### config.mk
export PLATFORM = sky130hd
export DESIGN_NAME = tile_nonzero_pixel_counter_core
export DESIGN_NICKNAME = d
export VERILOG_FILES = /design/src/sv/tnpc_pkg.sv /design/src/sv/tnpc_ram.sv /design/src/sv/tnpc_front.sv /design/src/sv/tnpc_back.sv /design/src/sv/tile_nonzero_pixel_counter_core.sv
export SDC_FILE = /design/constraint.sdc
export NUM_CORES = 1
export LEC_CHECK = 0
export BUFFER_PORTS_ARGS = -buffer_cell sky130_fd_sc_hd__buf_2
export CORE_MARGIN = 2
export CORE_UTILIZATION = 55
export CTS_CLUSTER_DIAMETER = 120
export DETAILED_ROUTE_END_ITERATION = 10
export PLACE_DENSITY = 0.75
export SLEW_MARGIN = 25
export SYNTH_ARGS = -nofsm -noshare
export SYNTH_HDL_FRONTEND = slang
export SYNTH_SLANG_ARGS = --single-unit
export TNS_END_PERCENT = 30
### constraint.sdc
create_clock -name i_clk -period 10.9 [get_ports i_clk]
set_input_delay 1.635 -clock i_clk [delete_from_list [all_inputs] [get_ports i_clk]]
set_output_delay 1.635 -clock i_clk [all_outputs]
set_load 0.05 [all_outputs]
### src/sv/tnpc_pkg.sv
// Shared constants and types of the tile nonzero pixel counter
package tnpc_pkg;

    localparam int TILE_SIZE   = 8;
    localparam int MAX_COLUMNS = 64;
    localparam int MAX_ROWS    = 64;

    localparam int CFG_W   = 7;
    localparam int PIXEL_W = 8;
    localparam int COUNT_W = 7;
    localparam int INDEX_W = 12;
    localparam int TOTAL_W = 19;

    localparam int CFG_RESET_COLUMNS = 64;
    localparam int CFG_RESET_ROWS    = 64;

    localparam int X_W   = (TILE_SIZE > 1) ? $clog2(TILE_SIZE) : 1;
    localparam int COL_W = (MAX_COLUMNS > 1) ? $clog2(MAX_COLUMNS) : 1;
    localparam int ROW_W = (MAX_ROWS > 1) ? $clog2(MAX_ROWS) : 1;
    localparam int SEG_W = $clog2(TILE_SIZE + 1);
    localparam int SUM_W = $clog2(TILE_SIZE * TILE_SIZE + 1);

    localparam int CMP_BASE = (COL_W > ROW_W) ? COL_W : ROW_W;
    localparam int CMP_W    = ((CMP_BASE > CFG_W) ? CMP_BASE : CFG_W) + 1;
    localparam int PROD_W   = ROW_W + COL_W + 2;

    localparam int CMD_DEPTH = 4;
    localparam int CMD_PTR_W = $clog2(CMD_DEPTH);
    localparam int CMD_CNT_W = $clog2(CMD_DEPTH + 1);
    localparam int OUT_DEPTH = 4;
    localparam int OUT_PTR_W = $clog2(OUT_DEPTH);
    localparam int OUT_CNT_W = $clog2(OUT_DEPTH + 1);

    typedef logic [COL_W:0] t_cols;
    typedef logic [ROW_W:0] t_rows;

    typedef enum logic [0:0] {
        CFG_GRID_COLUMNS   = 1'b0,
        CFG_GRID_ROWS_USED = 1'b1
    } t_cfg_index;

    // one finished pixel run of a tile line, handed from front to back
    typedef struct packed {
        logic [COL_W-1:0] col;
        logic [SEG_W-1:0] seg;
        logic             first_line;
        logic             last_line;
        logic             frame_last;
        logic [ROW_W-1:0] flipped;
        t_cols            cols;
    } t_cmd;

    typedef struct packed {
        logic [COUNT_W-1:0] tile_count;
        logic [INDEX_W-1:0] tile_index;
        logic [TOTAL_W-1:0] running_total;
        logic               frame_done;
    } t_result;

endpackage

### src/sv/tnpc_ram.sv
// Generic single-write, single-read RAM with registered read data
module tnpc_ram #(
    parameter int WIDTH = 8,
    parameter int DEPTH = 64,
    localparam int AW = (DEPTH > 1) ? $clog2(DEPTH) : 1
) (
    input  logic             i_clk,
    input  logic             i_we,
    input  logic [AW-1:0]    i_waddr,
    input  logic [WIDTH-1:0] i_wdata,
    input  logic             i_re,
    input  logic [AW-1:0]    i_raddr,
    output logic [WIDTH-1:0] o_rdata
);

    logic [WIDTH-1:0] r_mem [DEPTH];
    logic [WIDTH-1:0] r_rdata;

    always_ff @(posedge i_clk) begin
        if (i_we) begin
            r_mem[i_waddr] <= i_wdata;
        end
        if (i_re) begin
            r_rdata <= r_mem[i_raddr];
        end
    end

    assign o_rdata = r_rdata;

endmodule

### src/sv/tnpc_front.sv
// Front end: raster position counters, per-run pixel count and command queue
module tnpc_front (
    input  logic                          i_clk,
    input  logic                          i_rst_n,
    input  logic                          i_push,
    input  logic [tnpc_pkg::PIXEL_W-1:0]  i_pixel,
    output logic                          o_full,
    input  tnpc_pkg::t_cols               i_cols,
    input  tnpc_pkg::t_rows               i_rows,
    output logic                          o_cmd_valid,
    output tnpc_pkg::t_cmd                o_cmd,
    input  logic                          i_cmd_pop
);

    localparam int XW  = tnpc_pkg::X_W;
    localparam int CW  = tnpc_pkg::COL_W;
    localparam int RW  = tnpc_pkg::ROW_W;
    localparam int SW  = tnpc_pkg::SEG_W;
    localparam int MW  = tnpc_pkg::CMP_W;
    localparam int PW  = tnpc_pkg::CMD_PTR_W;
    localparam int NW  = tnpc_pkg::CMD_CNT_W;

    logic [XW-1:0] r_x, n_x;
    logic [XW-1:0] r_line, n_line;
    logic [CW-1:0] r_col, n_col;
    logic [RW-1:0] r_row, n_row;
    logic [SW-1:0] r_seg;
    logic [SW-1:0] seg_next;

    logic accept, push, last_x, last_line, last_col, last_row;
    logic [RW-1:0] flipped;
    tnpc_pkg::t_cmd cmd_in;

    tnpc_pkg::t_cmd r_q [tnpc_pkg::CMD_DEPTH];
    logic [PW-1:0]  r_wp, r_rp;
    logic [NW-1:0]  r_cnt;

    assign o_full      = (r_cnt == NW'(tnpc_pkg::CMD_DEPTH));
    assign accept      = i_push && !o_full;
    assign o_cmd_valid = (r_cnt != '0);
    assign o_cmd       = r_q[r_rp];

    always_comb begin
        last_x    = (r_x == XW'(tnpc_pkg::TILE_SIZE - 1));
        last_line = (r_line == XW'(tnpc_pkg::TILE_SIZE - 1));
        last_col  = (MW'(r_col) + MW'(1) >= MW'(i_cols));
        last_row  = (MW'(r_row) + MW'(1) >= MW'(i_rows));
        seg_next  = ((r_x == '0) ? '0 : r_seg) + SW'(|i_pixel);
        // rows counted from the bottom; a row past the count maps to zero
        if (MW'(r_row) < MW'(i_rows)) begin
            flipped = RW'(MW'(i_rows) - MW'(r_row) - MW'(1));
        end else begin
            flipped = '0;
        end
        push = accept && last_x;

        cmd_in.col        = r_col;
        cmd_in.seg        = seg_next;
        cmd_in.first_line = (r_line == '0);
        cmd_in.last_line  = last_line;
        cmd_in.frame_last = last_col && last_row;
        cmd_in.flipped    = flipped;
        cmd_in.cols       = i_cols;

        n_x    = r_x;
        n_col  = r_col;
        n_line = r_line;
        n_row  = r_row;
        if (accept) begin
            if (!last_x) begin
                n_x = r_x + XW'(1);
            end else begin
                n_x = '0;
                if (!last_col) begin
                    n_col = r_col + CW'(1);
                end else begin
                    n_col = '0;
                    if (!last_line) begin
                        n_line = r_line + XW'(1);
                    end else begin
                        n_line = '0;
                        n_row  = last_row ? '0 : r_row + RW'(1);
                    end
                end
            end
        end
    end

    always_ff @(posedge i_clk) begin
        if (!i_rst_n) begin
            r_x    <= '0;
            r_line <= '0;
            r_col  <= '0;
            r_row  <= '0;
            r_wp   <= '0;
            r_rp   <= '0;
            r_cnt  <= '0;
        end else begin
            r_x    <= n_x;
            r_line <= n_line;
            r_col  <= n_col;
            r_row  <= n_row;
            if (push) begin
                r_wp <= r_wp + PW'(1);
            end
            if (i_cmd_pop) begin
                r_rp <= r_rp + PW'(1);
            end
            unique case ({push, i_cmd_pop})
                2'b10:   r_cnt <= r_cnt + NW'(1);
                2'b01:   r_cnt <= r_cnt - NW'(1);
                default: r_cnt <= r_cnt;
            endcase
        end
    end

    always_ff @(posedge i_clk) begin
        if (accept) begin
            r_seg <= seg_next;
        end
        if (push) begin
            r_q[r_wp] <= cmd_in;
        end
    end

endmodule

### src/sv/tnpc_back.sv
// Back end: line store update, tile index, frame total and result queue
module tnpc_back (
    input  logic              i_clk,
    input  logic              i_rst_n,
    input  logic              i_cmd_valid,
    input  tnpc_pkg::t_cmd    i_cmd,
    output logic              o_cmd_pop,
    output logic              o_empty,
    input  logic              i_pop,
    output tnpc_pkg::t_result o_res
);

    localparam int CW = tnpc_pkg::COL_W;
    localparam int SM = tnpc_pkg::SUM_W;
    localparam int PD = tnpc_pkg::PROD_W;
    localparam int TW = tnpc_pkg::TOTAL_W;
    localparam int PW = tnpc_pkg::OUT_PTR_W;
    localparam int NW = tnpc_pkg::OUT_CNT_W;

    // stage A: line store read and index multiply
    logic [PD-1:0] idx_full;

    // stage B: add and write back
    logic                             r_b_valid;
    tnpc_pkg::t_cmd                   r_b_cmd;
    logic [tnpc_pkg::INDEX_W-1:0]     r_b_idx;
    logic [SM-1:0]                    rdata, base, sum;
    logic                             r_fwd_valid;
    logic [CW-1:0]                    r_fwd_col;
    logic [SM-1:0]                    r_fwd_sum;
    logic                             fwd_hit, emit;
    logic [TW-1:0]                    r_total, total_new;
    tnpc_pkg::t_result                res_in;

    tnpc_pkg::t_result r_oq [tnpc_pkg::OUT_DEPTH];
    logic [PW-1:0]     r_wp, r_rp;
    logic [NW-1:0]     r_cnt;
    logic              out_pop;

    // keep one slot free for the run already in stage B
    assign o_cmd_pop = i_cmd_valid &&
        ((NW+1)'(r_cnt) + (NW+1)'(r_b_valid) < (NW+1)'(tnpc_pkg::OUT_DEPTH));

    assign idx_full = PD'(i_cmd.flipped) * PD'(i_cmd.cols) + PD'(i_cmd.col);

    tnpc_ram #(
        .WIDTH (SM),
        .DEPTH (tnpc_pkg::MAX_COLUMNS)
    ) u_line_store (
        .i_clk   (i_clk),
        .i_we    (r_b_valid),
        .i_waddr (r_b_cmd.col),
        .i_wdata (sum),
        .i_re    (o_cmd_pop),
        .i_raddr (i_cmd.col),
        .o_rdata (rdata)
    );

    always_comb begin
        // write of the previous cycle is not yet visible in the read data
        fwd_hit   = r_fwd_valid && (r_fwd_col == r_b_cmd.col);
        if (r_b_cmd.first_line) begin
            base = '0;
        end else if (fwd_hit) begin
            base = r_fwd_sum;
        end else begin
            base = rdata;
        end
        sum       = base + SM'(r_b_cmd.seg);
        emit      = r_b_valid && r_b_cmd.last_line;
        total_new = r_total + TW'(sum);

        res_in.tile_count    = tnpc_pkg::COUNT_W'(sum);
        res_in.tile_index    = r_b_idx;
        res_in.running_total = total_new;
        res_in.frame_done    = r_b_cmd.frame_last;
    end

    assign o_empty = (r_cnt == '0);
    assign out_pop = i_pop && !o_empty;
    assign o_res   = r_oq[r_rp];

    always_ff @(posedge i_clk) begin
        if (!i_rst_n) begin
            r_b_valid   <= 1'b0;
            r_fwd_valid <= 1'b0;
            r_total     <= '0;
            r_wp        <= '0;
            r_rp        <= '0;
            r_cnt       <= '0;
        end else begin
            r_b_valid   <= o_cmd_pop;
            r_fwd_valid <= r_b_valid;
            if (emit) begin
                r_total <= r_b_cmd.frame_last ? '0 : total_new;
                r_wp    <= r_wp + PW'(1);
            end
            if (out_pop) begin
                r_rp <= r_rp + PW'(1);
            end
            unique case ({emit, out_pop})
                2'b10:   r_cnt <= r_cnt + NW'(1);
                2'b01:   r_cnt <= r_cnt - NW'(1);
                default: r_cnt <= r_cnt;
            endcase
        end
    end

    always_ff @(posedge i_clk) begin
        if (o_cmd_pop) begin
            r_b_cmd <= i_cmd;
            r_b_idx <= tnpc_pkg::INDEX_W'(idx_full);
        end
        r_fwd_col <= r_b_cmd.col;
        r_fwd_sum <= sum;
        if (emit) begin
            r_oq[r_wp] <= res_in;
        end
    end

endmodule

### src/sv/tile_nonzero_pixel_counter_core.sv
// Tile nonzero pixel counter: top level with grid configuration registers
// Pixels arrive on a queue-style input (i_push / o_full) in raster order, top
// row first; any nonzero pixel counts as set. Each tile of TILE_SIZE x TILE_SIZE
// pixels yields one transaction on the result side (o_empty / i_pop) carrying
// its count, the bottom-first grid index, the running frame total and a flag
// on the frame's last tile, after which all counters wrap.
// Grid size is set through i_cfg_we / i_cfg_index / i_cfg_data (index 0: tile
// columns, index 1: tile rows); write only while the block is idle.
// Throughput: one pixel per cycle while results are popped. The front end folds each
// run of TILE_SIZE pixels of a tile line into one command; the back end takes one
// command per cycle while the result queue has room, through a read-add-write of the
// line store (64 x 7 RAM, write-to-read forwarding), so it never limits the pixel rate.
// A tile's last command passes the command queue and stage B before the result queue.
// Reset (synchronous, active low) clears counters, queues and frame total and
// sets both grid registers to 64; the line store needs no clearing.
// When the receiver stalls the result queue fills, the back end stops taking
// commands, the command queue fills and o_full then holds off new pixels.
module tile_nonzero_pixel_counter_core (
    input  logic                           i_clk,
    input  logic                           i_rst_n,
    input  logic                           i_push,
    input  logic [tnpc_pkg::PIXEL_W-1:0]   i_pixel,
    output logic                           o_full,
    output logic                           o_empty,
    input  logic                           i_pop,
    output logic [tnpc_pkg::COUNT_W-1:0]   o_tile_count,
    output logic [tnpc_pkg::INDEX_W-1:0]   o_tile_index,
    output logic [tnpc_pkg::TOTAL_W-1:0]   o_running_total,
    output logic                           o_frame_done,
    input  logic                           i_cfg_we,
    input  logic                           i_cfg_index,
    input  logic [tnpc_pkg::CFG_W-1:0]     i_cfg_data
);

    localparam int MW = tnpc_pkg::CMP_W;
    localparam int FW = tnpc_pkg::CFG_W;

    logic [FW-1:0]      r_grid_columns;
    logic [FW-1:0]      r_grid_rows_used;
    tnpc_pkg::t_cols    cols;
    tnpc_pkg::t_rows    rows;
    logic               cmd_valid, cmd_pop;
    tnpc_pkg::t_cmd     cmd;
    tnpc_pkg::t_result  res;

    always_ff @(posedge i_clk) begin
        if (!i_rst_n) begin
            r_grid_columns   <= FW'(tnpc_pkg::CFG_RESET_COLUMNS);
            r_grid_rows_used <= FW'(tnpc_pkg::CFG_RESET_ROWS);
        end else if (i_cfg_we) begin
            unique case (tnpc_pkg::t_cfg_index'(i_cfg_index))
                tnpc_pkg::CFG_GRID_COLUMNS:   r_grid_columns   <= i_cfg_data;
                tnpc_pkg::CFG_GRID_ROWS_USED: r_grid_rows_used <= i_cfg_data;
            endcase
        end
    end

    // zero reads as one, anything above the maximum reads as the maximum
    always_comb begin
        if (r_grid_columns == '0) begin
            cols = tnpc_pkg::t_cols'(1);
        end else if (MW'(r_grid_columns) > MW'(tnpc_pkg::MAX_COLUMNS)) begin
            cols = tnpc_pkg::t_cols'(tnpc_pkg::MAX_COLUMNS);
        end else begin
            cols = tnpc_pkg::t_cols'(r_grid_columns);
        end
        if (r_grid_rows_used == '0) begin
            rows = tnpc_pkg::t_rows'(1);
        end else if (MW'(r_grid_rows_used) > MW'(tnpc_pkg::MAX_ROWS)) begin
            rows = tnpc_pkg::t_rows'(tnpc_pkg::MAX_ROWS);
        end else begin
            rows = tnpc_pkg::t_rows'(r_grid_rows_used);
        end
    end

    tnpc_front u_front (
        .i_clk       (i_clk),
        .i_rst_n     (i_rst_n),
        .i_push      (i_push),
        .i_pixel     (i_pixel),
        .o_full      (o_full),
        .i_cols      (cols),
        .i_rows      (rows),
        .o_cmd_valid (cmd_valid),
        .o_cmd       (cmd),
        .i_cmd_pop   (cmd_pop)
    );

    tnpc_back u_back (
        .i_clk       (i_clk),
        .i_rst_n     (i_rst_n),
        .i_cmd_valid (cmd_valid),
        .i_cmd       (cmd),
        .o_cmd_pop   (cmd_pop),
        .o_empty     (o_empty),
        .i_pop       (i_pop),
        .o_res       (res)
    );

    assign o_tile_count    = res.tile_count;
    assign o_tile_index    = res.tile_index;
    assign o_running_total = res.running_total;
    assign o_frame_done    = res.frame_done;

endmodule

Word-level counts from Yosys, hierarchy flattened
Memories as Yosys holds them, arrays and structs flattened. A register that Yosys moved wholly into a read port is not among the register bits.
Index checks and enable logic that the tools add are counted.
{"block": "op_classes", "n_addsub": 21, "n_mul": 1, "magnitude_cmp": 6, "n_eq_ne": 8, "n_mux": 25, "bitwise": 1, "reduce_logical": 23}
{"op": "two-way mux 7 bit", "n": 6}
{"op": "adder 19 x 7 -> 19 bit", "n": 1}
{"op": "two-way mux 19 bit", "n": 1}
{"op": "two-way mux 6 bit", "n": 3}
{"op": "adder 6 x 1 -> 7 bit, second input constant", "n": 2}
{"op": "> comparator 7 bit, second input constant", "n": 2}
{"op": "zero test 7 bit", "n": 2}
{"op": "adder 12 x 6 -> 12 bit", "n": 1}
{"op": "adder 3 x 1 -> 3 bit, second input constant", "n": 4}
{"op": "adder 6 x 1 -> 6 bit, second input constant", "n": 2}
{"op": "multiplier 6 x 7 -> 12 bit", "n": 1}
{"op": "case mux 3 bit (2 select lines)", "n": 2}
{"op": "== test 3 bit, second input constant", "n": 3}
{"op": "zero test 3 bit", "n": 3}
{"op": "adder 2 x 1 -> 2 bit, second input constant", "n": 4}
{"op": ">= comparator 8 x 7 -> 1 bit", "n": 1}
{"op": "two-way mux 2 bit", "n": 4}
{"op": "OR reduction 8 bit", "n": 1}
{"op": "adder 7 x 4 -> 7 bit", "n": 1}
{"op": ">= comparator 7 bit", "n": 1}
{"op": "logical AND 1 bit", "n": 7}
{"op": "less-than comparator 6 x 7 -> 1 bit", "n": 1}
{"op": "== test 6 bit", "n": 1}
{"op": "two-way mux 1 bit", "n": 6}
{"op": "other kinds (17)", "n": 25}
{"block": "totals", "register_bits": 109, "ramBits": 708, "input_bits": 21, "output_inout_bits": 41, "elab_cells": 112, "memories": 3}
{"memory": "u_back.u_line_store.r_mem", "words": 64, "width": 7, "rd": 1, "rd_clocked_by_memory_dff": 1, "wr": 1, "line_no": "tnpc_ram.sv:16", "text": "logic [WIDTH-1:0] r_mem [DEPTH];"}
{"memory": "u_back.r_oq", "words": 4, "width": 39, "rd": 1, "rd_clocked_by_memory_dff": 1, "wr": 1, "line_no": "tnpc_back.sv:35", "text": "tnpc_pkg::t_result r_oq [tnpc_pkg::OUT_DEPTH];"}
{"memory": "u_front.r_q", "words": 4, "width": 26, "rd": 1, "rd_clocked_by_memory_dff": 1, "wr": 1, "line_no": "tnpc_front.sv:34", "text": "tnpc_pkg::t_cmd r_q [tnpc_pkg::CMD_DEPTH];"}

Longest topological paths before layout
{"block": "logic_depth", "depth_word": 7, "depth_mapped": 21, "ltp_nobuf": 19}

Hierarchy
Synthesis repeated with hierarchy kept, for this count alone.
{"block": "unflattened", "cells_unflattened": 1991, "area_unflattened_um2": 34637.0}
{"mod": "tnpc_ram", "instances": 1, "cells_each": 827, "area_per_inst_um2": 17705.7, "seq_area_each_um2": 13663.1}
{"mod": "tnpc_back", "instances": 1, "cells_each": 668, "area_per_inst_um2": 10232.3, "seq_area_each_um2": 6296.0}
{"mod": "tnpc_front", "instances": 1, "cells_each": 414, "area_per_inst_um2": 6043.3, "seq_area_each_um2": 3783.6}
{"mod": "tile_nonzero_pixel_counter_core", "instances": 1, "cells_each": 82, "area_per_inst_um2": 655.6, "seq_area_each_um2": 280.3}

Worst setup path after synthesis
Ideal clock, no wire load.
{"block": "synth_path", "kind": "register to register", "from": "register u_back.r_b_cmd[24] (netlist name)", "to": "memory u_back.r_oq[0][14] (netlist name) (data pin)", "t_arrival_ns": 6.257, "required_ns": 10.629, "setup_slack_ns": 4.372, "stages_incl_launch_ff": 20, "n_path_buf": 2, "period_less_slack_ns": 6.528, "cell_sequence": "edfxtp_1 buf_2 xor2_1 nor4_4 mux2i_1 or2_2 inv_1 ha_1 a21o_1 a21oi_1 nor2b_1 o21ai_0 xnor2_1 ha_1 or2_2 a21oi_1 or2_2 clkbuf_1 nor2_1 xor2_1"}
{"block": "synth_via", "elab_chain_len": 6}
{"item": "from (decl)", "line_no": "tnpc_back.sv:25", "text": "tnpc_pkg::t_cmd r_b_cmd;"}
{"item": "from (signal assigned)", "line_no": "tnpc_back.sv:111", "text": "r_b_cmd <= i_cmd;"}
{"item": "== test 6 bit", "line_no": "tnpc_back.sv:61", "text": "fwd_hit = r_fwd_valid && (r_fwd_col == r_b_cmd.col);"}
{"item": "logical AND 1 bit", "line_no": "tnpc_back.sv:61"}
{"item": "two-way mux 7 bit", "line_no": "tnpc_back.sv:64", "text": "end else if (fwd_hit) begin"}
{"item": "two-way mux 7 bit", "line_no": "tnpc_back.sv:62", "text": "if (r_b_cmd.first_line) begin"}
{"item": "adder 7 x 4 -> 7 bit", "line_no": "tnpc_back.sv:69", "text": "sum = base + SM'(r_b_cmd.seg);"}
{"item": "via u_back.sum[5]", "line_no": "tnpc_back.sv:27", "text": "logic [SM-1:0] rdata, base, sum;"}
{"item": "adder 19 x 7 -> 19 bit", "line_no": "tnpc_back.sv:71", "text": "total_new = r_total + TW'(sum);"}
{"item": "via u_back.total_new[13]", "line_no": "tnpc_back.sv:32", "text": "logic [TW-1:0] r_total, total_new;"}
{"item": "to (decl)", "line_no": "tnpc_back.sv:35"}
The timed path passes the listed nets, and every way through them passes these cells.

==> report_table.html <==
<table>
<tr><th>Metric</th><th>Value</th></tr>
<tr><th colspan="2">Timing</th></tr>
<tr><td>RSZ-0062 raised after global routing</td><td>no</td></tr>
<tr><td>Clock skew after layout</td><td>28.8 ps</td></tr>
<tr><td>Max Slew Vio Count</td><td>0</td></tr>
<tr><td>Final-report setup violation count</td><td>0</td></tr>
<tr><td>Final Hold Violating Endpoints</td><td>0</td></tr>
<tr><td>Highest Clock Rate</td><td>181 MHz</td></tr>
<tr><td>Period utilisation layout</td><td>50.8%</td></tr>
<tr><td>Worst-case headroom to the max-slew limit</td><td>31.2%</td></tr>
<tr><td>Tightest Pin Transition</td><td>1030 ps</td></tr>
<tr><td>TNS Setup</td><td>0 ps</td></tr>
<tr><td>Fin crit period</td><td>5540 ps</td></tr>
<tr><th colspan="2">Placed design</th></tr>
<tr><td>Number of port buffers</td><td>61</td></tr>
<tr><td>DP Cell Count</td><td>3182</td></tr>
<tr><td>Post-DP HPWL</td><td>44100 um</td></tr>
<tr><td>Routability Congestion</td><td>0.869</td></tr>
<tr><th colspan="2">Setup path</th></tr>
<tr><td>Capturing element type of the critical path</td><td>register</td></tr>
<tr><td>Most repeated library cell on the critical path</td><td>sky130_fd_sc_hd__fa_1</td></tr>
<tr><td>Kind of launch point of the worst setup path</td><td>register</td></tr>
<tr><td>Biggest fanout along the worst timing path</td><td>26</td></tr>
<tr><td>Worst setup path class</td><td>register to register</td></tr>
<tr><td>Reg-to-reg critical path endpoint</td><td>u_back.r_b_idx[11]</td></tr>
<tr><td>Required time of the worst setup path</td><td>11260 ps</td></tr>
<tr><td>Chain of cells forming the critical path</td><td>mux4_2 -&gt; nand2_1 -&gt; fa_1 -&gt; fa_1 -&gt; inv_1 -&gt; fa_1 -&gt; inv_1 -&gt; fa_1 -&gt; inv_1 -&gt; ha_1 -&gt; nor2b_1 -&gt; o21a_1 -&gt; o41ai_1 -&gt; o21ai_0 -&gt; xnor2_1</td></tr>
<tr><td>Critical path's largest stage delay</td><td>900 ps</td></tr>
<tr><td>Cell type of the slowest stage on the worst timing path</td><td>sky130_fd_sc_hd__dfxtp_2</td></tr>
<tr><td>Reg-to-reg slack, setup</td><td>5360 ps</td></tr>
<tr><td>Worst setup path endpoint</td><td>u_back.r_b_idx[11]</td></tr>
<tr><td>Endpoint arrival time on the critical path</td><td>5900 ps</td></tr>
<tr><td>R2R cell count</td><td>15</td></tr>
<tr><th colspan="2">Die</th></tr>
<tr><td>Site Rows</td><td>92</td></tr>
<tr><td>Floorplan core area</td><td>62900 um2</td></tr>
<tr><td>Full die area</td><td>65300 um2</td></tr>
<tr><td>Chip width</td><td>256 um</td></tr>
<tr><td>Effective utilization at floorplan</td><td>55.4%</td></tr>
<tr><td>Height of the chip</td><td>256 um</td></tr>
<tr><td>Ports placed on the boundary</td><td>62</td></tr>
<tr><th colspan="2">Global route</th></tr>
<tr><td>Number of global-route vias before repair</td><td>20055</td></tr>
<tr><td>Antenna violations before repair</td><td>0</td></tr>
<tr><td>Leftover overflow at the end of global routing</td><td>0</td></tr>
<tr><td>Global Route Usage Sum</td><td>22.2%</td></tr>
<tr><td>Wire length of the first global-routing pass</td><td>114000 um</td></tr>
<tr><td>Maximum number of pins on one net before global-route repair</td><td>97</td></tr>
<tr><th colspan="2">Final layout</th></tr>
<tr><td>Area grow syn2layout</td><td>10.5%</td></tr>
<tr><td>Diodes inserted</td><td>0</td></tr>
<tr><td>Final standard cell utilization of the core</td><td>61.2%</td></tr>
<tr><td>Layout cells sized above 1</td><td>13.7%</td></tr>
<tr><td>Fin cells</td><td>3327</td></tr>
<tr><td>Number of nets in the finished design</td><td>2551</td></tr>
<tr><th colspan="2">Synth</th></tr>
<tr><td>Number of instances in the synthesized netlist</td><td>2361</td></tr>
<tr><td>Post-Synthesis Net Count</td><td>2495</td></tr>
<tr><td>Synthesis Warnings</td><td>0</td></tr>
<tr><td>Number of distinct library cells after synthesis</td><td>62</td></tr>
<tr><td>Sequential share of the synthesized area</td><td>69.0%</td></tr>
<tr><td>Commonest register cell after synthesis</td><td>sky130_fd_sc_hd__edfxtp_1</td></tr>
<tr><td>Share of the synthesized area in the top cell type</td><td>64.2%</td></tr>
<tr><td>Register bit total from synthesis</td><td>828</td></tr>
<tr><td>Number of enable-type register cells in the synthesized netlist</td><td>744</td></tr>
<tr><td>Synth area leader</td><td>sky130_fd_sc_hd__edfxtp_1</td></tr>
<tr><td>Cell types with the largest area share after synthesis</td><td>sky130_fd_sc_hd__edfxtp_1 (64%), sky130_fd_sc_hd__mux4_2 (6.6%), sky130_fd_sc_hd__dfxtp_1 (4.8%), sky130_fd_sc_hd__nand2_1 (3.6%), sky130_fd_sc_hd__ha_1 (3.1%)</td></tr>
<tr><td>Most used standard cell by instance count after synthesis</td><td>sky130_fd_sc_hd__edfxtp_1</td></tr>
<tr><td>Most frequent cells after synthesis</td><td>sky130_fd_sc_hd__edfxtp_1 (744), sky130_fd_sc_hd__nand2_1 (336), sky130_fd_sc_hd__nand3_1 (160)</td></tr>
<tr><td>Average cell area after synthesis</td><td>14.7 um2</td></tr>
<tr><td>Cell area after synthesis</td><td>34800 um2</td></tr>
<tr><td>Async set-reset flop share out of synthesis</td><td>0%</td></tr>
<tr><th colspan="2">Clocking</th></tr>
<tr><td>Quantity of hold-fixing buffers added after cts</td><td>0</td></tr>
<tr><td>Post-CTS setup buffer count</td><td>0</td></tr>
<tr><td>Clk slew on worst S/H paths</td><td>60 ps</td></tr>
<tr><td>Clock buffer count from CTS</td><td>79</td></tr>
<tr><td>Number of sinks driven by the clock tree</td><td>828</td></tr>
<tr><td>H-Tree Depth</td><td>3</td></tr>
<tr><td>Buffer depth of the longest clock path</td><td>3</td></tr>
<tr><td>CTS root buf</td><td>sky130_fd_sc_hd__clkbuf_16</td></tr>
<tr><td>Post-CTS sizing</td><td>0</td></tr>
<tr><td>CTS tree</td><td>done</td></tr>
<tr><td>Insertion delay of the later-clocked pin in the worst-skew pair</td><td>630 ps</td></tr>
<tr><th colspan="2">Routing</th></tr>
<tr><td>Met2 routed WL</td><td>35000 um</td></tr>
<tr><td>Top Layer Used</td><td>met4</td></tr>
<tr><td>Drt via density</td><td>5.99</td></tr>
<tr><td>Number of detailed-route iterations in the first pass</td><td>5</td></tr>
<tr><td>Detailed-route DRC error count</td><td>0</td></tr>
<tr><td>Post-detailed-route count of antenna-violating nets</td><td>0</td></tr>
<tr><td>Total wire length</td><td>72600 um</td></tr>
<tr><td>Detailed router's first-iteration violation count</td><td>2151</td></tr>
<tr><td>DR WL/cell</td><td>21.8 um</td></tr>
<tr><td>Post-route met1 wirelength</td><td>30000 um</td></tr>
<tr><td>Met3 routed wirelength</td><td>6020 um</td></tr>
<tr><td>DR vias</td><td>19929</td></tr>
<tr><th colspan="2">Status</th></tr>
<tr><td>Outcome</td><td>completed</td></tr>
<tr><th colspan="2">Pwr</th></tr>
<tr><td>Final Power</td><td>6.41 mW</td></tr>
<tr><td>Power Dens Cells</td><td>167 nW/um2</td></tr>
<tr><td>Worst-case vdd ir drop</td><td>117 uV</td></tr>
<tr><td>Leakage dissipation</td><td>13.1 nW</td></tr>
<tr><th colspan="2">Min path</th></tr>
<tr><td>Worst hold path class</td><td>register to register</td></tr>
<tr><th colspan="2">Job</th></tr>
<tr><td>Number of maximum-capacitance constraint violations</td><td>0</td></tr>
</table>
[final cells by class]
class,count,area (um2)
Timing Repair Buffer,80,448
Inverter,89,344
Multi-Input combinational cell,1339,10000
Sequential cell,828,24000
Tap cell,846,1060
Clock inverter,41,428
Fill cell,4534,24400
Clock buffer,104,2160
[per-layer routing]
layer / up-vias / track usage (%)
li1: 8897 / -
met1: 9983 / 31.1
met2: 930 / 36.3
met3: 119 / 3.60
met4: 0 / 6.81
met5: - / 0
[state kept, by name, summed over array words and instances, names as in the netlist, 2 cells and up, named ones only]
| signal | flops |
|---|---|
| u_front.r_line | 3 |
| u_back.r_cnt | 3 |
| u_front.r_x | 3 |
| r_grid_columns | 7 |
| u_front.r_rp | 2 |
| u_back.r_wp | 2 |
| u_back.r_oq | 156 |
| u_back.r_b_idx | 12 |
| u_front.r_cnt | 3 |
| u_back.r_fwd_sum | 7 |
| u_front.r_row | 6 |
| u_back.r_b_cmd | 13 |
| u_front.r_seg | 4 |
| u_front.r_col | 6 |
| u_back.u_line_store.o_rdata | 7 |
| u_back.r_fwd_col | 6 |
| u_back.u_line_store.r_mem | 448 |
| r_grid_rows_used | 7 |
| u_front.r_wp | 2 |
| u_back.r_rp | 2 |
| u_back.r_total | 19 |
| u_front.r_q | 104 |
[worst min-delay path by stage]
stage                              from                   to  slack, ps  depth (start not counted)
finish              r_grid_rows_used[0]  r_grid_rows_used[0]        470                          2
global route        r_grid_rows_used[5]  r_grid_rows_used[5]        510                          2
CTS                 r_grid_rows_used[0]  r_grid_rows_used[0]        470                          2
detailed placement  r_grid_rows_used[0]  r_grid_rows_used[0]        460                          2
global placement    r_grid_rows_used[0]  r_grid_rows_used[0]        450                          2
floorplan            u_back.r_b_cmd[23]  u_back.r_fwd_col[3]        340                          0
[cells in the final DEF (no fill, tap or decap), types with 15 or more instances in the layout]
| master | n |
|---|---|
| sky130_fd_sc_hd__nand2_1 | 336 |
| sky130_fd_sc_hd__xnor2_1 | 34 |
| sky130_fd_sc_hd__buf_2 | 61 |
| sky130_fd_sc_hd__a31oi_1 | 23 |
| sky130_fd_sc_hd__xor2_1 | 24 |
| sky130_fd_sc_hd__a211oi_1 | 21 |
| sky130_fd_sc_hd__dfxtp_1 | 81 |
| sky130_fd_sc_hd__edfxtp_1 | 744 |
| sky130_fd_sc_hd__o21ai_0 | 26 |
| sky130_fd_sc_hd__clkbuf_1 | 18 |
| sky130_fd_sc_hd__inv_1 | 83 |
| sky130_fd_sc_hd__clkinv_2 | 17 |
| sky130_fd_sc_hd__fa_1 | 28 |
| sky130_fd_sc_hd__mux4_2 | 102 |
| sky130_fd_sc_hd__nor2_1 | 138 |
| sky130_fd_sc_hd__mux2i_1 | 30 |
| sky130_fd_sc_hd__nor3_1 | 15 |
| sky130_fd_sc_hd__nor2b_1 | 36 |
| sky130_fd_sc_hd__ha_1 | 84 |
| sky130_fd_sc_hd__clkbuf_16 | 81 |
| sky130_fd_sc_hd__a21oi_1 | 93 |
| sky130_fd_sc_hd__nor4_1 | 18 |
| sky130_fd_sc_hd__and2_1 | 29 |
| sky130_fd_sc_hd__buf_4 | 19 |
| sky130_fd_sc_hd__nand3_1 | 160 |
[cell families after synthesis]
kind of cell	share of synthesized area (%)
muxes	7.64
AOI/OAI and AO/OA	4.28
DFF	69.0
adders and majority gates	4.67
xor gates and xnor gates	1.59
buffers and inverters	2.59
and+or+nand+nor	10.2
[power breakdown]
group          internal [mW]  switching [mW]
Combinational         0.0675           0.136
Sequential              3.46         0.00808
Clock                   1.58            1.16
[through the flow]
stage / instance area [um2] / hold WS [ps] / worst slack, ps
2_1_floorplan: 34800 / 343 / 4370
3_3_place_gp: 35800 / 449 / 5400
3_5_place_dp: 35900 / 459 / 5320
4_1_cts: 38400 / 467 / 5290
5_1_grt: 38500 / 510 / 5030
6_report: 38500 / 466 / 5360
[worst max-delay path: cells and delay by family (launching register included)]
kind	cells	cell delay, ps
xor gates and xnor gates	1	160
and+or+nand+nor	2	260
muxes	1	680
DFF	1	900
AOI/OAI and AO/OA	3	780
adders and majority gates	5	2340
buffers and inverters	3	150
(Power assumes the default switching activity.)
